===== src/rtl/pkq_pkg.sv =====
`default_nettype none
// ----------------------------------------------------------------------------
// pkq_pkg
// shared item types, command codes and register indexes of the paced keycode
// queue
// ----------------------------------------------------------------------------
package pkq_pkg;

    localparam int KEY_W     = 16;
    localparam int REPS_W    = 7;
    localparam int TIME_W    = 32;
    localparam int PEND_W    = 7;
    localparam int CMD_W     = 3;
    localparam int GAP_W     = 16;
    localparam int CFG_IDX_W = 8;
    localparam int CFG_DAT_W = 16;

    localparam logic [CMD_W-1:0] CMD_CLEAR = 3'd0;
    localparam logic [CMD_W-1:0] CMD_PUSH  = 3'd1;
    localparam logic [CMD_W-1:0] CMD_TICK  = 3'd2;
    localparam logic [CMD_W-1:0] CMD_FLUSH = 3'd3;
    localparam logic [CMD_W-1:0] CMD_QUERY = 3'd4;

    localparam logic [CFG_IDX_W-1:0] REG_GAP_MS       = 8'd0;
    localparam logic [CFG_IDX_W-1:0] REG_SINK_ENABLED = 8'd1;

    localparam logic [GAP_W-1:0] GAP_MS_RESET = 16'd10;

    typedef struct packed {
        logic [CMD_W-1:0]  command;
        logic [KEY_W-1:0]  key_in;
        logic [REPS_W-1:0] repeat_count;
        logic [TIME_W-1:0] now_ms;
    } cmd_item_t;

    typedef struct packed {
        logic              has_key;
        logic [KEY_W-1:0]  key_out;
        logic              last;
        logic [PEND_W-1:0] pending;
    } res_item_t;

    typedef struct packed {
        logic [GAP_W-1:0] gap_ms;
        logic             sink_enabled;
    } cfg_t;

endpackage
`default_nettype wire


===== src/rtl/pkq_ring_ram.sv =====
`default_nettype none
// ----------------------------------------------------------------------------
// pkq_ring_ram
// ring storage of the queue: one write port, one read port with registered
// read data that holds its value until the next read
// ----------------------------------------------------------------------------
module pkq_ring_ram #(
    parameter int DEPTH = 64,
    parameter int WIDTH = 16,
    localparam int AW = $clog2(DEPTH)
) (
    input  wire logic             clk,
    input  wire logic             we,
    input  wire logic [AW-1:0]    waddr,
    input  wire logic [WIDTH-1:0] wdata,
    input  wire logic             re,
    input  wire logic [AW-1:0]    raddr,
    output logic      [WIDTH-1:0] rdata
);

    logic [WIDTH-1:0] mem [DEPTH];

    always_ff @(posedge clk)
    begin
        if (we)
        begin
            mem[waddr] <= wdata;
        end
    end

    always_ff @(posedge clk)
    begin
        if (re)
        begin
            rdata <= mem[raddr];
        end
    end

endmodule
`default_nettype wire


===== src/rtl/pkq_seq.sv =====
`default_nettype none
// ----------------------------------------------------------------------------
// pkq_seq
// command sequencer: ring pointers, pacing state, push and pop walks over the
// ring ram and the result register
// ----------------------------------------------------------------------------
module pkq_seq #(
    parameter int DEPTH    = 64,
    parameter int KEY_BITS = 16
) (
    input  wire logic               clk,
    input  wire logic               rst_n,
    input  wire pkq_pkg::cfg_t      cfg,
    input  wire logic               cmd_valid,
    output logic                    cmd_ready,
    input  wire pkq_pkg::cmd_item_t cmd_item,
    output logic                    res_valid,
    input  wire logic               res_ready,
    output pkq_pkg::res_item_t      res_item
);

    import pkq_pkg::*;

    localparam int PTR_W   = $clog2(DEPTH);
    localparam int CNT_W   = $clog2(DEPTH + 1);
    localparam int STORE_W = (KEY_BITS < KEY_W) ? KEY_BITS : KEY_W;

    localparam logic [1:0] ST_IDLE  = 2'd0;
    localparam logic [1:0] ST_PUSH  = 2'd1;
    localparam logic [1:0] ST_POP   = 2'd2;
    localparam logic [1:0] ST_QUERY = 2'd3;

    logic [1:0]         state_reg,     state_next;
    logic [PTR_W-1:0]   head_reg,      head_next;
    logic [PTR_W-1:0]   tail_reg,      tail_next;
    logic [CNT_W-1:0]   count_reg,     count_next;
    logic [TIME_W-1:0]  last_send_reg, last_send_next;
    logic               has_sent_reg,  has_sent_next;
    logic [STORE_W-1:0] key_reg,       key_next;
    logic [REPS_W-1:0]  reps_reg,      reps_next;
    logic               flush_reg,     flush_next;
    logic               dv_reg,        dv_next;
    logic               pop_last_reg,  pop_last_next;
    logic [CNT_W-1:0]   pop_pend_reg,  pop_pend_next;
    logic               res_valid_reg, res_valid_next;
    res_item_t          res_item_reg,  res_item_next;

    logic               ram_we;
    logic               ram_re;
    logic [STORE_W-1:0] ram_rdata;
    logic               out_free;
    logic               full;
    logic               tick_go;
    logic               issue;
    logic               load;
    res_item_t          load_item;
    logic [TIME_W-1:0]  elapsed;
    logic [CNT_W-1:0]   count_dec;

    function automatic logic [PTR_W-1:0] ptr_inc(input logic [PTR_W-1:0] p);
        ptr_inc = (p == PTR_W'(DEPTH - 1)) ? '0 : p + 1'b1;
    endfunction

    pkq_ring_ram #(
        .DEPTH (DEPTH),
        .WIDTH (STORE_W)
    ) u_ram (
        .clk   (clk),
        .we    (ram_we),
        .waddr (tail_reg),
        .wdata (key_reg),
        .re    (ram_re),
        .raddr (head_reg),
        .rdata (ram_rdata)
    );

    assign out_free  = !res_valid_reg || res_ready;
    assign full      = (count_reg == CNT_W'(DEPTH));
    assign elapsed   = cmd_item.now_ms - last_send_reg;
    // wrap-safe pacing check
    assign tick_go   = (count_reg != '0) &&
                       (!has_sent_reg || (elapsed >= TIME_W'(cfg.gap_ms)));
    assign count_dec = count_reg - 1'b1;
    assign cmd_ready = (state_reg == ST_IDLE);

    always_comb
    begin
        state_next     = state_reg;
        head_next      = head_reg;
        tail_next      = tail_reg;
        count_next     = count_reg;
        last_send_next = last_send_reg;
        has_sent_next  = has_sent_reg;
        key_next       = key_reg;
        reps_next      = reps_reg;
        flush_next     = flush_reg;
        dv_next        = dv_reg;
        pop_last_next  = pop_last_reg;
        pop_pend_next  = pop_pend_reg;
        res_valid_next = res_valid_reg && !res_ready;
        res_item_next  = res_item_reg;
        ram_we         = 1'b0;
        ram_re         = 1'b0;
        issue          = 1'b0;
        load           = 1'b0;
        load_item      = '0;

        case (state_reg)
            ST_IDLE:
            begin
                if (cmd_valid)
                begin
                    case (cmd_item.command)
                        CMD_CLEAR:
                        begin
                            head_next     = '0;
                            tail_next     = '0;
                            count_next    = '0;
                            has_sent_next = 1'b0;
                        end
                        CMD_PUSH:
                        begin
                            key_next   = cmd_item.key_in[STORE_W-1:0];
                            reps_next  = cmd_item.repeat_count;
                            state_next = ST_PUSH;
                        end
                        CMD_TICK:
                        begin
                            if (tick_go)
                            begin
                                last_send_next = cmd_item.now_ms;
                                has_sent_next  = 1'b1;
                                flush_next     = 1'b0;
                                issue          = 1'b1;
                                state_next     = ST_POP;
                            end
                        end
                        CMD_FLUSH:
                        begin
                            flush_next = 1'b1;
                            if (count_reg != '0)
                            begin
                                issue      = 1'b1;
                                state_next = ST_POP;
                            end
                            else
                            begin
                                has_sent_next = 1'b0;
                            end
                        end
                        CMD_QUERY:
                        begin
                            state_next = ST_QUERY;
                        end
                        default:
                        begin
                        end
                    endcase
                end
            end
            ST_PUSH:
            begin
                // one copy per cycle, extra copies dropped once full
                if ((reps_reg != '0) && !full)
                begin
                    ram_we     = 1'b1;
                    tail_next  = ptr_inc(tail_reg);
                    count_next = count_reg + 1'b1;
                    reps_next  = reps_reg - 1'b1;
                end
                else
                begin
                    state_next = ST_IDLE;
                end
            end
            ST_POP:
            begin
                // read data holds while the result register is busy
                if (dv_reg && (!cfg.sink_enabled || out_free))
                begin
                    if (cfg.sink_enabled)
                    begin
                        load              = 1'b1;
                        load_item.has_key = 1'b1;
                        load_item.key_out = KEY_W'(ram_rdata);
                        load_item.last    = pop_last_reg;
                        load_item.pending = PEND_W'(pop_pend_reg);
                    end
                    if (flush_reg && (count_reg != '0))
                    begin
                        issue = 1'b1;
                    end
                    else
                    begin
                        dv_next    = 1'b0;
                        state_next = ST_IDLE;
                        if (flush_reg)
                        begin
                            has_sent_next = 1'b0;
                        end
                    end
                end
            end
            ST_QUERY:
            begin
                if (out_free)
                begin
                    load              = 1'b1;
                    load_item.has_key = 1'b0;
                    load_item.key_out = '0;
                    load_item.last    = 1'b1;
                    load_item.pending = PEND_W'(count_reg);
                    state_next        = ST_IDLE;
                end
            end
            default:
            begin
                state_next = ST_IDLE;
            end
        endcase

        if (issue)
        begin
            ram_re        = 1'b1;
            head_next     = ptr_inc(head_reg);
            count_next    = count_dec;
            pop_pend_next = count_dec;
            pop_last_next = !flush_next || (count_dec == '0);
            dv_next       = 1'b1;
        end

        if (load)
        begin
            res_valid_next = 1'b1;
            res_item_next  = load_item;
        end
    end

    always_ff @(posedge clk or negedge rst_n)
    begin
        if (!rst_n)
        begin
            state_reg     <= ST_IDLE;
            head_reg      <= '0;
            tail_reg      <= '0;
            count_reg     <= '0;
            last_send_reg <= '0;
            has_sent_reg  <= 1'b0;
            flush_reg     <= 1'b0;
            dv_reg        <= 1'b0;
            res_valid_reg <= 1'b0;
        end
        else
        begin
            state_reg     <= state_next;
            head_reg      <= head_next;
            tail_reg      <= tail_next;
            count_reg     <= count_next;
            last_send_reg <= last_send_next;
            has_sent_reg  <= has_sent_next;
            flush_reg     <= flush_next;
            dv_reg        <= dv_next;
            res_valid_reg <= res_valid_next;
        end
    end

    always_ff @(posedge clk)
    begin
        key_reg      <= key_next;
        reps_reg     <= reps_next;
        pop_last_reg <= pop_last_next;
        pop_pend_reg <= pop_pend_next;
        res_item_reg <= res_item_next;
    end

    assign res_valid = res_valid_reg;
    assign res_item  = res_item_reg;

`ifndef SYNTHESIS
    a_count_bound: assert property (@(posedge clk) disable iff (!rst_n)
        count_reg <= CNT_W'(DEPTH))
        else $error("queue count above depth");

    a_ptr_match: assert property (@(posedge clk) disable iff (!rst_n)
        ((count_reg == '0) || (count_reg == CNT_W'(DEPTH))) |-> (head_reg == tail_reg))
        else $error("head and tail disagree with count");

    a_port_excl: assert property (@(posedge clk) disable iff (!rst_n)
        !(ram_we && ram_re))
        else $error("ring read and write in the same cycle");

    a_dv_in_pop: assert property (@(posedge clk) disable iff (!rst_n)
        dv_reg |-> (state_reg == ST_POP))
        else $error("read data pending outside pop walk");

    a_push_step: assert property (@(posedge clk) disable iff (!rst_n)
        ((state_reg == ST_PUSH) && (reps_reg != '0) && !full)
        |=> (count_reg == $past(count_reg) + 1'b1))
        else $error("push copy not counted");
`endif

endmodule
`default_nettype wire


===== src/rtl/paced_keycode_queue_top.sv =====
`default_nettype none
// ----------------------------------------------------------------------------
// paced_keycode_queue_top
// ring queue of keycodes with time-paced single sends, flush and query
// ----------------------------------------------------------------------------
// One item is worked on at a time; cmd_ready is high whenever the sequencer is
// idle, even while a result still waits in the output register. A push makes
// one ring write per cycle, stopping early when the ring is full. A flush
// sends one entry per cycle when the consumer keeps res_ready high, through
// the single read port of the ring ram, with read data registered. The ring
// needs no clearing after reset: an entry is only read after a push wrote it.
// Configuration writes are always accepted and are meant to be made only while
// the block is idle.
// ----------------------------------------------------------------------------
module paced_keycode_queue_top #(
    parameter int DEPTH    = 64,
    parameter int KEY_BITS = 16
) (
    input  wire logic                            clk,
    input  wire logic                            rst_n,
    input  wire logic                            cmd_valid,
    output logic                                 cmd_ready,
    input  wire pkq_pkg::cmd_item_t              cmd_item,
    output logic                                 res_valid,
    input  wire logic                            res_ready,
    output pkq_pkg::res_item_t                   res_item,
    input  wire logic                            cfg_valid,
    output logic                                 cfg_ready,
    input  wire logic [pkq_pkg::CFG_IDX_W-1:0]   cfg_index,
    input  wire logic [pkq_pkg::CFG_DAT_W-1:0]   cfg_data
);

    import pkq_pkg::*;

    logic [GAP_W-1:0] gap_ms_reg;
    logic             sink_enabled_reg;
    cfg_t             cfg;

    assign cfg_ready = 1'b1;

    always_ff @(posedge clk or negedge rst_n)
    begin
        if (!rst_n)
        begin
            gap_ms_reg       <= GAP_MS_RESET;
            sink_enabled_reg <= 1'b1;
        end
        else if (cfg_valid && cfg_ready)
        begin
            case (cfg_index)
                REG_GAP_MS:       gap_ms_reg       <= cfg_data[GAP_W-1:0];
                REG_SINK_ENABLED: sink_enabled_reg <= cfg_data[0];
                default:
                begin
                end
            endcase
        end
    end

    assign cfg.gap_ms       = gap_ms_reg;
    assign cfg.sink_enabled = sink_enabled_reg;

    pkq_seq #(
        .DEPTH    (DEPTH),
        .KEY_BITS (KEY_BITS)
    ) u_seq (
        .clk       (clk),
        .rst_n     (rst_n),
        .cfg       (cfg),
        .cmd_valid (cmd_valid),
        .cmd_ready (cmd_ready),
        .cmd_item  (cmd_item),
        .res_valid (res_valid),
        .res_ready (res_ready),
        .res_item  (res_item)
    );

endmodule
`default_nettype wire


===== config.mk =====
export PLATFORM = sky130hd
export DESIGN_NAME = paced_keycode_queue_top
export DESIGN_NICKNAME = d
export VERILOG_FILES = /design/src/rtl/pkq_pkg.sv /design/src/rtl/pkq_ring_ram.sv /design/src/rtl/pkq_seq.sv /design/src/rtl/paced_keycode_queue_top.sv
export SDC_FILE = /design/constraint.sdc
export NUM_CORES = 1
export LEC_CHECK = 0
export BUFFER_PORTS_ARGS = -buffer_cell sky130_fd_sc_hd__buf_2
export CAP_MARGIN = 20
export CELL_PAD_IN_SITES_DETAIL_PLACEMENT = 0
export CELL_PAD_IN_SITES_GLOBAL_PLACEMENT = 2
export CORE_ASPECT_RATIO = 1.25
export CORE_MARGIN = 1.5
export CORE_UTILIZATION = 55
export CTS_BUF_LIST = sky130_fd_sc_hd__clkbuf_4 sky130_fd_sc_hd__clkbuf_8
export DETAILED_ROUTE_END_ITERATION = 8
export PLACE_DENSITY = 0.85
export SLEW_MARGIN = 20
export SYNTH_ARGS = -nofsm -noshare
export SYNTH_HDL_FRONTEND = slang
export SYNTH_SLANG_ARGS = --single-unit

===== constraint.sdc =====
create_clock -name clk -period 8.1 [get_ports clk]
set_input_delay 0.81 -clock clk [delete_from_list [all_inputs] [get_ports clk]]
set_output_delay 0.81 -clock clk [all_outputs]
set_load 0.01 [all_outputs]

## Word level (Yosys, flattened, before mapping)

Memories as Yosys holds them, arrays and structs flattened. A register that Yosys moved wholly into a read port is not among the register bits.
Index checks and enable logic that the tools add are counted.

- Register bits after elaboration: 130
- Memory bits (writable): 1024
- Bits of input ports: 87
- Output and inout port bits: 28
- Logic and storage cells: 159
- Memories: 1

Memory list:

| name | depth | width | read ports | clocked after memory_dff | wr ports | line | RTL |
|---|---|---|---|---|---|---|---|
| u_seq.u_ram.mem | 64 | 16 | 1 | 1 | 1 | pkq_ring_ram.sv:21 | `logic [WIDTH-1:0] mem [DEPTH];` |

- $add $sub $neg: 6
- $lt $le $gt $ge: 1
- Equal/unequal tests: 29
- Mux-type cells: 63
- Reduce and logical (&&, ||, !) cells: 40

Operators by type and width:

| kind | count |
|---|---|
| two-way mux 25 bit | 2 |
| one-hot mux 25 bit (2 select lines) | 1 |
| two-way mux 7 bit | 7 |
| two-way mux 6 bit | 7 |
| greater-or-equal comparator 32 x 16 -> 1 bit | 1 |
| subtractor 32 bit | 1 |
| one-hot mux 7 bit (2 select lines) | 2 |
| two-way mux 1 bit | 27 |
| one-hot mux 2 bit (4 select lines) | 2 |
| AND reduction 4 bit | 4 |
| AND reduction 8 bit | 2 |
| two-way mux 2 bit | 7 |
| != test 2 x 1 -> 1 bit (second input constant) | 7 |
| nonzero test 2 bit | 7 |
| nonzero test 7 bit | 2 |
| subtractor 7 x 1 -> 7 bit (second input constant) | 2 |
| adder 6 x 1 -> 6 bit (second input constant) | 2 |
| equality test 6 bit (second input constant) | 2 |
| one-hot mux 6 bit (2 select lines) | 1 |
| one-hot mux 1 bit (2 select lines) | 5 |
| != test 3 x 2 -> 1 bit (second input constant) | 3 |
| AND reduction 3 bit | 3 |
| equality test 8 x 1 -> 1 bit (second input constant) | 1 |
| logical NOT 8 bit | 1 |
| 22 further kinds | 40 |

## Longest topological paths before layout

Gate-level depths: netlist of run 1.

- Depth after elaboration: 10
- Depth in mapped cells: 22
- Depth with buffers taken out: 20

## Modules after synthesis

Synthesis of run 1 repeated with hierarchy kept, for this count alone.

- Cells, all modules: 2691
- Area total of the unflattened synthesis: 48390.2 sq um

Modules (own cells, without submodules):

| module | times used | cells an instance | area an instance (sq um) | seq. area each (sq um) |
|---|---|---|---|---|
| pkq_ring_ram | 1 | 1829 | 40202.3 | 31230.0 |
| pkq_seq | 1 | 820 | 7494.7 | 3108.0 |
| paced_keycode_queue_top | 1 | 42 | 693.2 | 429.2 |

## Worst setup path before layout of run 1

No wires, ideal clock.

- Path type: in2reg
- Start point: input cmd_item[0] in the netlist's numbering
- End point: register u_seq.pop_last_reg (enable)
- Library setup time: 398 ps
- Data arrival time: 4604 ps
- Data required time: 7702 ps
- Slack: 3098 ps
- Cell stages on the path: 19
- Path buffers: 1
- Path through: inv_1 > ha_1 > fa_1 > nor2b_1 > o2111ai_1 > nand2_1 > a21o_1 > a21oi_1 > xnor2_1 > ha_1 > nand4_1 > a211oi_1 > o41ai_1 > a31oi_1 > a211o_1 > nor4_1 > and4_1 > a31oi_2 > clkbuf_1

- Cells in the longest elaborated chain, start to end: 8

Ends and longest elaborated chain:

| what | line | RTL |
|---|---|---|
| start, declared | paced_keycode_queue_top.sv:23 | `input wire pkq_pkg::cmd_item_t cmd_item,` |
| subtractor 32 bit | pkq_seq.sv:79 | `assign elapsed = cmd_item.now_ms - last_send_reg;` |
| greater-or-equal comparator 32 x 16 -> 1 bit | pkq_seq.sv:82 | `(!has_sent_reg \|\| (elapsed >= TIME_W'(cfg.gap_ms)));` |
| logical OR 1 bit | pkq_seq.sv:82 |  |
| logical AND 1 bit | pkq_seq.sv:81 | `assign tick_go = (count_reg != '0) &&` |
| two-way mux 1 bit | pkq_seq.sv:129 | `if (tick_go)` |
| one-hot mux 1 bit (2 select lines) | pkq_seq.sv:113 | `case (cmd_item.command)` |
| two-way mux 1 bit | pkq_seq.sv:111 | `if (cmd_valid)` |
| one-hot mux 1 bit (2 select lines) | pkq_seq.sv:108 | `case (state_reg)` |
| end signal, assigned | pkq_seq.sv:271 | `pop_last_reg <= pop_last_next;` |
| end, declared | pkq_seq.sv:43 | `logic pop_last_reg, pop_last_next;` |

No other way between the ends.
A chain may end at the register's enable or synchronous reset.

## Worst setup path after layout of run 1

- Start point: register u_seq.last_send_reg[0]
- End point: register u_seq.count_reg[2]

- Cells in the longest elaborated chain, start to end: 10

Ends and longest elaborated chain:

| what | line | RTL |
|---|---|---|
| start, declared | pkq_seq.sv:37 | `logic [TIME_W-1:0] last_send_reg, last_send_next;` |
| start signal, assigned | pkq_seq.sv:259 | `last_send_reg <= last_send_next;` |
| subtractor 32 bit * | pkq_seq.sv:79 |  |
| greater-or-equal comparator 32 x 16 -> 1 bit * | pkq_seq.sv:82 |  |
| logical OR 1 bit * | pkq_seq.sv:82 |  |
| logical AND 1 bit * | pkq_seq.sv:81 |  |
| two-way mux 1 bit * | pkq_seq.sv:129 |  |
| one-hot mux 1 bit (2 select lines) * | pkq_seq.sv:113 |  |
| two-way mux 1 bit * | pkq_seq.sv:111 |  |
| one-hot mux 1 bit (2 select lines) * | pkq_seq.sv:108 |  |
| != test 3 x 1 -> 1 bit (no line), or another cell as far along | n/a |  |
| AND reduction 4 bit (no line) | n/a |  |
| end signal, assigned | pkq_seq.sv:258 | `count_reg <= count_next;` |
| end, declared | pkq_seq.sv:36 | `logic [CNT_W-1:0] count_reg, count_next;` |

Mark *: on every way between the ends. The rest lies on a longest branch, timed or not.

==> results of run 1 <==
Yosys cell counts (all sizes together), types with 5 or more instances:
cell,count
edfxtp,1096
mux4,336
nor2,109
nand2,90
clkbuf,82
dfrtp,71
inv,68
o21ai,68
ha,55
a21oi,48
buf,42
mux2,35
nand3,23
and3,20
nor3,20
xnor2,19
xor2,16
a31oi,11
nand4,11
a21o,10
a22o,10
nand3b,8
or3,8
a211oi,7
nand2b,7
o31ai,7
a211o,6
nor2b,5
o22ai,5
where the power goes:
group	total [mW]	internal, mW	switching [mW]
Sequential	7.20	6.95	0.252
Combinational	4.40	2.06	2.34
Clock	4.69	2.51	2.17
per-layer routing:
metal | GRT usage [%] | up-vias | wire length [microns]
met1 | 32.4 | 12400 | 41400
met2 | 43.6 | 1035 | 57200
met5 | 0 | - | 13
met4 | 8.61 | 2 | 3210
met3 | 4.38 | 187 | 7460
li1 | - | 10300 | -
how the worst min path moves through the flow:
stage | start | end | slack (ps) | depth (start not counted)
2_1_floorplan | u_seq.dv_reg | u_seq.dv_reg | 450 | 1
3_5_place_dp | u_seq.dv_reg | u_seq.dv_reg | 490 | 1
4_1_cts | cmd_item[41] | u_seq.key_reg[2] | 110 | 1
5_1_grt | cmd_item[46] | u_seq.key_reg[7] | 140 | 1
6_report | cmd_item[52] | u_seq.key_reg[13] | 190 | 1
3_3_place_gp | u_seq.last_send_reg[2] | u_seq.last_send_reg[2] | 470 | 1
cells by family after synthesis:
kind of cell	after synthesis
adders and majority gates	56
xor gates and xnor gates	35
buffers and inverters	192
muxes	375
AOI/OAI and AO/OA	215
other	1
and+or+nand+nor	327
DFF	1170
what timing repair did:
| action | in CTS | in global routing |
|---|---|---|
| resized for setup | 0 | 0 |
| hold endpoints to repair | 20 | 0 |
| hold buffers | 1 | 0 |
| setup endpoints to repair | 0 | 0 |
layout make-up:
| type | count | share of cell area (%) |
|---|---|---|
| inverters | 68 | 0.483 |
| well taps | 1159 | 2.72 |
| diodes | 4 | 0.0187 |
| multi-input cells | 1009 | 22.8 |
| clock inverters | 79 | 0.954 |
| repair buffers | 202 | 2.43 |
| flip-flops and latches | 1170 | 65.1 |
| clock buffers | 232 | 5.43 |
worst max-delay path: cells and delay by family, from the launching register on:
family / cells / cell delay, ps
buf+inv: 1 / 440
flops: 1 / 380
compound gates: 10 / 2470
simple gates: 5 / 910
fa+ha+maj: 3 / 900
xor+xnor: 1 / 150
per-stage QoR:
stage                     util [%]  setup slack [ps]
after floorplan                  -              3100
after global placement        58.1              2290
after detailed placement      58.2              2200
after CTS                     62.2              2720
after global routing          62.3              2400
final                         62.3              2710
==> impl_metrics.ini, run 1 <==
[status]
run_status = completed

[layout]
area_growth_syn_to_layout_pct = 12.1
area.sequential_sq_um = 34800
share_of_final_layout_standard_cells_stronger_than_drive_strength_1_pct = 31.8
largest_register_ff_count = 1024
fin_area_sq_um = 53400
most_frequent_cells_in_the_layout = edfxtp_1 (1,096), mux4_2 (336), clkbuf_8 (185), buf_2 (112), nor2_1 (91)
area_of_the_multi_input_gates_sq_um = 12200
final_common_cell = edfxtp_1
layoutNonFillerInstCount = 3923
final_net_count = 2770
fillCellCount = 5938

[worst_setup_path]
critical_path.slowest_cell = a31oi_4
cp-endpoint = u_seq.count_reg[2]
worst_stage_delay_on_the_critical_path_ps = 610
worstSetupPathType = reg2reg
crit_path_start = u_seq.last_send_reg[0]
critical_path_sink_type = flop
worst_endpoint_data_arrival_time_ps = 6090
worstReg2RegEnd = u_seq.count_reg[2]
critical-path-top-cell-by-count = ha_1
cp_data_required_time_ps = 8790
reg2reg_from = u_seq.last_send_reg[0]
crit_chain = ha_1 > fa_1 > nor2b_1 > o2111ai_1 > nand2_1 > a21o_1 > a21oi_1 > xnor2_1 > ha_1 > nand4_1 > a211oi_1 > o41ai_1 > a31oi_1 > a211o_1 > nor4_1 > and4_1 > a31oi_4 > buf_4 > o22ai_1 > a221o_1
critical_path_source_type = flop
timing.reg2reg.worst_path_depth = 20
regToRegSetupSlack_ps = 2710
timing.critical_path.fanout_max = 27

[route]
vias_per_cell = 6.09
drt.antenna.violating_nets = 0
postRouteWirelength_microns = 109000
drt_pass1_iterations = 5
detailedRoute.firstIterationViolations = 2701
drt_drc_violations_left = 0
routed-via-count = 23900
route.detailed.wl_per_inst_microns = 27.9

[clocking]
insertion_delay_ps = 810
cts.path.max_buffers = 3
cts-buffers-inserted = 176
clock_sinks = 1170
cts_tree = yes
cts.repair_timing.setup_buffer_count = 0
clk_root_buffer_cell = clkbuf_8
htree_levels = 4
worst_setup_hold_path_clk_slew_ps = 60

[timing]
grt_setup_unrepaired = no
pin_slew_with_the_least_headroom_to_its_limit_ps = 1070
maxSlewViolCount = 0
min_period_ps = 5390
max_freq_mhz = 185
finalHoldWorstSlack_ps = 189
fin_crit_share_pct = 66.6
setup-violations-final = 0
timing.slew.headroom_pct = 28.6
fin_worst_skew_ps = 29.9
timing_hold_violations_final = 0
setup_tns_ps = 0

[power_and_ir_drop]
design_power_total_mw = 16.3
power.ir.vdd_worst_mv = 0.217
power_leakage_nw = 17.5
cellPowerDensity_nw_per_um2 = 305

[synthesis]
synthSimpleGateAreaFrac_pct = 3.27
dominant_combinational_cell_family_by_area_after_synthesis = multiplexers
synth-xor-area-share_pct = 0.660
fraction_of_synthesized_cell_area_taken_by_the_top_area_cell_type_pct = 69.1
synth_area_leader_cell = edfxtp_1
synth-seq-cells = 1170
synth_edf_count = 1096
ys_flop_type = edfxtp_1
syn_area_per_cell_sq_um = 20.1
syn_inst = 2371
synth_mux_area_share_pct = 17.0
synth-adder-area-share_pct = 1.49
seq_area_frac_synth_pct = 73.0
yosys_warnings = 0
syn-num-nets = 2514
async_flop_share_pct = 6.32
compound_gate_portion_of_the_synthesized_area_pct = 2.92
synth_top_cells_by_area = edfxtp_1 (69%), mux4_2 (16%), dfrtp_1 (3.7%), ha_1 (1.4%), mux2_4 (0.91%)
syn_area_sq_um = 47600
yosys.cell_types.count = 77

[floorplan]
die_area_sq_um = 88400
core_area_sq_um = 85700
initial_cell_density_of_the_core_pct = 55.5
num_io_pins = 115
die_h_microns = 332
core.rowCount = 120
fp.dieW_microns = 266

[grt]
antenna_found_initial = 7
grt_max_degree = 126
grt_first_pass_wirelength_microns = 160000
global_route.usage.total_pct = 25.2
number_of_global_route_vias_before_repair = 24800
grt_remaining_overflow = 0

[placed_design]
routabilityCongestion = 0.825
dpl.cell_count = 3605
dp_hpwl_microns = 65700
io_buffers = 113
place_area_sq_um = 49900

[run]
maxCapViolCount = 0

[worst_hold_path]
worstHoldPathType = in2reg
(Power assumes the default switching activity.)
==> run 2, diff against run 1 <==
--- a/config.mk
+++ b/config.mk
@@ -11,10 +11,10 @@
 export CELL_PAD_IN_SITES_GLOBAL_PLACEMENT = 2
 export CORE_ASPECT_RATIO = 1.25
 export CORE_MARGIN = 1.5
-export CORE_UTILIZATION = 55
+export CORE_UTILIZATION = 51
 export CTS_BUF_LIST = sky130_fd_sc_hd__clkbuf_4 sky130_fd_sc_hd__clkbuf_8
 export DETAILED_ROUTE_END_ITERATION = 8
-export PLACE_DENSITY = 0.85
+export PLACE_DENSITY = 0.8
 export SLEW_MARGIN = 20
 export SYNTH_ARGS = -nofsm -noshare
 export SYNTH_HDL_FRONTEND = slang
==> constraint.sdc (replaced) <==
create_clock -name clk -period 5.4 [get_ports clk]
set_input_delay 0.54 -clock clk [delete_from_list [all_inputs] [get_ports clk]]
set_output_delay 0.54 -clock clk [all_outputs]
set_load 0.01 [all_outputs]
==> run 2 against run 1 <==
Compared with the run above: first-iteration DRC count down 11%; sequential power grew 50%; clock-buffer cell count shrank 2; die area is 7.8% higher; design area is 1.7% higher; power grew 50%; worst setup slack worse by 2400 ps; register-to-register slack got worse by 2400 ps; flip-flop and latch count is the same; critical path depth rose by 2.
==> impl_metrics.ini, run 2 (synthesized netlist as in run 1, its figures left out) <==
[placed_design]
routabilityCongestion = 0.903
io_buffers = 113
place_area_sq_um = 50200
dp_hpwl_microns = 66900

[worst_setup_path]
cp_data_required_time_ps = 6090
timing.critical_path.fanout_max = 33
worst_endpoint_data_arrival_time_ps = 5760
critical_path_sink_type = flop
critical_path_source_type = input port
worstSetupPathType = in2reg

[timing]
min_period_ps = 5070
finalHoldWorstSlack_ps = 121
setup_tns_ps = 0
timing.slew.headroom_pct = 28.6
grt_setup_unrepaired = no
timing_hold_violations_final = 0
setup-violations-final = 0
pin_slew_with_the_least_headroom_to_its_limit_ps = 1070
fin_worst_skew_ps = 37.0
maxSlewViolCount = 0
fin_crit_share_pct = 93.9
max_freq_mhz = 197

[route]
drt_pass1_iterations = 5
drt.antenna.violating_nets = 0
detailedRoute.firstIterationViolations = 2398
drt_drc_violations_left = 0
vias_per_cell = 5.96
route.detailed.wl_per_inst_microns = 27.4
routed-via-count = 24300
postRouteWirelength_microns = 111000

[layout]
fin_area_sq_um = 54300
fillCellCount = 6757
area_of_the_multi_input_gates_sq_um = 12100
largest_register_ff_count = 1024
share_of_final_layout_standard_cells_stronger_than_drive_strength_1_pct = 31.2
final_net_count = 2864
area.sequential_sq_um = 34800
final_common_cell = edfxtp_1
area_growth_syn_to_layout_pct = 14.0
most_frequent_cells_in_the_layout = edfxtp_1 (1,096), mux4_2 (336), clkbuf_8 (177), buf_2 (112), nor2_1 (106)

[floorplan]
num_io_pins = 115
core_area_sq_um = 92700
core.rowCount = 125
fp.dieW_microns = 276
die_h_microns = 345
die_area_sq_um = 95200
initial_cell_density_of_the_core_pct = 51.3

[run]
maxCapViolCount = 0

[grt]
number_of_global_route_vias_before_repair = 25200
grt_remaining_overflow = 0
global_route.usage.total_pct = 23.8
grt_max_degree = 65
antenna_found_initial = 2
grt_first_pass_wirelength_microns = 164000

[power_and_ir_drop]
cellPowerDensity_nw_per_um2 = 451
design_power_total_mw = 24.5
power.ir.vdd_worst_mv = 0.226
power_leakage_nw = 17.9

[worst_hold_path]
worstHoldPathType = in2reg

[clocking]
htree_levels = 4
cts_tree = yes
clock_sinks = 1170
insertion_delay_ps = 820
postCtsResizedCells = 0
cts.path.max_buffers = 3
clk_root_buffer_cell = clkbuf_8
worst_setup_hold_path_clk_slew_ps = 60
cts-buffers-inserted = 176

[status]
run_status = completed
## run 2: power breakdown
group / leakage [nW] / switching (mW) / internal, mW
Sequential: 10.7 / 0.407 / 10.4
Combinational: 5.39 / 3.47 / 3.19
Clock: 1.77 / 3.35 / 3.62
## run 2: timing repair
action                                 in CTS  in global routing
buffers inserted                            0                  0
endpoints found under the hold margin      94                  0
hold buffers                               72                  0
## run 2: stage by stage
stage / std cells / util, % / setup slack (ps)
global route: 4067 / 58.5 / 8.20
global placement: 3676 / 54.1 / 82.5
CTS: 4065 / 58.5 / 330
finish: 4069 / 58.5 / 329
detailed placement: 3676 / 54.1 / 37.1
floorplan: 2371 / - / 668
## run 2: critical path, stage by stage
cell and delay [ps]:
dlygate4sd3_1 520, buf_2 110, inv_1 40, ha_1 210, fa_1 410, nor2b_1 180, o2111ai_1 240, nand2_1 270
a21o_1 150, a21oi_1 70, xnor2_1 140, ha_1 280, nand4_1 110, a211oi_1 200, o41ai_1 110, a31oi_1 280
a211o_1 200, nor4_1 60, and4_1 270, a211oi_1 350, and2_4 600, mux2_1 380
## run 2: final timing paths
kind,cells past startpoint,end,slack [ps],startpoint
max in group asynchronous,3,u_seq.head_reg[1],4130,rst_n
hold reg to reg,1,u_seq.dv_reg,480,u_seq.dv_reg
min in group asynchronous,2,u_seq.last_send_reg[9],150,rst_n
setup / recovery,22,u_seq.last_send_reg[0],330,cmd_item[0]
hold / removal,3,u_seq.state_reg[1],120,cmd_item[57]
setup reg to reg,19,u_seq.last_send_reg[0],350,u_seq.last_send_reg[0]
## run 2: cell type report
cell class              count  area share [%]
clock inverters            87           0.975
well taps                1206            2.78
diodes                      3          0.0138
clock buffers             230            5.22
flip-flops and latches   1170            64.1
inverters                  68           0.475
repair buffers            296            4.15
multi-input cells        1009            22.3
## run 2: routing by layer
layer,GRT usage [%],vias up,wire [microns]
li1,-,10500,-
met3,4.24,164,6790
met4,6.78,2,2420
met2,42.8,830,59800
met5,0,-,11
met1,29.9,12800,42400
==> run 3, diff against run 2 <==
--- a/config.mk
+++ b/config.mk
@@ -9,12 +9,11 @@
 export CAP_MARGIN = 20
 export CELL_PAD_IN_SITES_DETAIL_PLACEMENT = 0
 export CELL_PAD_IN_SITES_GLOBAL_PLACEMENT = 2
-export CORE_ASPECT_RATIO = 1.25
+export CORE_ASPECT_RATIO = 1.75
 export CORE_MARGIN = 1.5
-export CORE_UTILIZATION = 51
-export CTS_BUF_LIST = sky130_fd_sc_hd__clkbuf_4 sky130_fd_sc_hd__clkbuf_8
+export CORE_UTILIZATION = 49
 export DETAILED_ROUTE_END_ITERATION = 8
-export PLACE_DENSITY = 0.8
+export PLACE_DENSITY = 0.77
 export SLEW_MARGIN = 20
 export SYNTH_ARGS = -nofsm -noshare
 export SYNTH_HDL_FRONTEND = slang
==> run 3 against run 2 <==
Compared with the run above: clock-buffer cell count fell by 94; routed wire length rose by 0.92%; sequential power barely moved; clock skew fell by 11 ps; critical path type is now reg2reg; critical endpoint is now u_seq.last_send_reg[2].
==> impl_metrics.ini, run 3 (synthesized netlist as in run 1, its figures left out) <==
[route]
vias_per_cell = 5.87
routed-via-count = 23500
drt_pass1_iterations = 5
route.detailed.wl_per_inst_microns = 28.1
drt_drc_violations_left = 0
detailedRoute.firstIterationViolations = 1932
drt.antenna.violating_nets = 0
postRouteWirelength_microns = 112000

[clocking]
cts.repair_timing.setup_buffer_count = 0
clock_sinks = 1170
insertion_delay_ps = 720
cts.path.max_buffers = 3
cts-buffers-inserted = 105
htree_levels = 3
clk_root_buffer_cell = clkbuf_16
worst_setup_hold_path_clk_slew_ps = 70
cts_tree = yes

[timing]
setup_tns_ps = 0
timing.slew.headroom_pct = 26.2
pin_slew_with_the_least_headroom_to_its_limit_ps = 1110
fin_crit_share_pct = 92.1
min_period_ps = 4970
fin_worst_skew_ps = 26.3
setup-violations-final = 0
grt_setup_unrepaired = no
max_freq_mhz = 201
maxSlewViolCount = 0
timing_hold_violations_final = 0

[worst_setup_path]
worst_endpoint_data_arrival_time_ps = 5580
worstSetupPathType = reg2reg
cp_data_required_time_ps = 6000
critical_path_sink_type = flop
timing.critical_path.fanout_max = 33
regToRegSetupSlack_ps = 430
critical_path_source_type = flop

[power_and_ir_drop]
p_sw_share_pct = 28.9
cell_internal_pwr_mw = 18.2
p_clk_share_pct = 30.6
cellPowerDensity_nw_per_um2 = 473
p_sw_mw = 7.43
power.ir.vdd_worst_mv = 0.420
seqPwrFrac_pct = 42.4
comb_power_share_pct = 27.0
power_leakage_nw = 17.7

[floorplan]
core.rowCount = 151
num_io_pins = 115
initial_cell_density_of_the_core_pct = 49.3
fp.dieW_microns = 239
core_area_sq_um = 96500
die_h_microns = 415
die_area_sq_um = 99100

[grt]
grt_remaining_overflow = 0
antenna_found_initial = 0
global_route.usage.total_pct = 23.2
grt_first_pass_wirelength_microns = 166000
number_of_global_route_vias_before_repair = 24800
grt_max_degree = 70

[placed_design]
place_area_sq_um = 50400
io_buffers = 113
routabilityCongestion = 0.846
dp_hpwl_microns = 74600

[status]
run_status = completed

[layout]
final_net_count = 2748
final_common_cell = edfxtp_1
largest_register_ff_count = 1024
fillCellCount = 7241
area_growth_syn_to_layout_pct = 13.9
fin_area_sq_um = 54200
share_of_final_layout_standard_cells_stronger_than_drive_strength_1_pct = 29.1
most_frequent_cells_in_the_layout = edfxtp_1 (1,096), mux4_2 (336), buf_2 (112), clkbuf_16 (107), buf_4 (105)

[worst_hold_path]
worstHoldPathType = in2reg

[run]
maxCapViolCount = 0
run 3: cell types whose count changed in the layout (fill, tap and decap cells not counted), sizes merged:
cell,previous run,this run
diode,3,1
clkinvlp,9,4
bufinv,4,18
dlygate4sd3,72,21
inv,73,75
clkinv,69,31
clkbuf,230,136
buf,224,230
run 3: per-layer routing:
metal	GRT usage (%)	routed length, microns	vias to the layer above
met2	43.7	63600	650
met4	10.1	4690	0
met5	0	0	-
met3	2.44	4170	201
li1	-	-	10200
met1	26.2	40000	12400
run 3: final cells by class:
| class | count | area (sq um) | share of cell area [%] |
|---|---|---|---|
| inverter | 68 | 258 | 0.475 |
| clock buffer | 136 | 2810 | 5.18 |
| clock inverter | 60 | 798 | 1.47 |
| multi-input combinational | 1009 | 12100 | 22.4 |
| timing repair buffer | 251 | 1820 | 3.36 |
| sequential | 1170 | 34800 | 64.2 |
| tap | 1300 | 1630 | 3.00 |
| antenna | 1 | 2.50 | 0.00462 |
run 3: per-stage QoR:
stage	setup slack (ps)	cells	util (%)	hold WS, ps	power [mW]
floorplan	668	2371	-	244	15.6
global placement	45.9	3777	52.2	471	18.0
detailed placement	93.0	3777	52.2	478	18.1
CTS	361	3994	56.1	4.35	25.9
global route	137	3994	56.1	28.9	26.6
finish	425	3995	56.2	39.7	25.7
run 3: power by group through the flow:
stage,clock network (mW),registers [mW],logic (mW)
after floorplan,0,10.8,4.85
after global placement,0,11.0,6.94
after detailed placement,0,11.1,7.03
after CTS,7.99,10.9,7.07
after global routing,8.29,10.9,7.40
final,7.84,10.9,6.94
run 3: worst max-delay path, cell delays in order (launching register included):
cell and delay [ps]:
dfrtp_1 360, inv_1 50, ha_1 350, and4_1 250, a21boi_1 130, o21a_1 140
or2_2 310, a31oi_1 250, o21ai_0 130, xor2_1 160, ha_1 310, nand4_1 230
a31oi_1 220, buf_4 170, a211o_1 210, nor4_1 70, and4_1 200, a211oi_1 300
and2_4 580, mux2_1 380
run 3: path summary, 6_finish.rpt:
kind	start	to	cells after the start
max	u_seq.last_send_reg[7]	u_seq.last_send_reg[2]	19
min	cfg_data[14]	gap_ms_reg[14]	3
max reg2reg	u_seq.last_send_reg[7]	u_seq.last_send_reg[2]	19
min reg2reg	u_seq.dv_reg	u_seq.dv_reg	1
max in group asynchronous	rst_n	u_seq.head_reg[1]	3
min in group asynchronous	rst_n	gap_ms_reg[0]	2
run 3: timing repair:
| item | 4_1_cts | 5_1_grt |
|---|---|---|
| gates resized for setup | 0 | 0 |
| hold buffers | 21 | 0 |
| setup endpoints to repair | 0 | 0 |
| hold endpoints to repair | 61 | 0 |
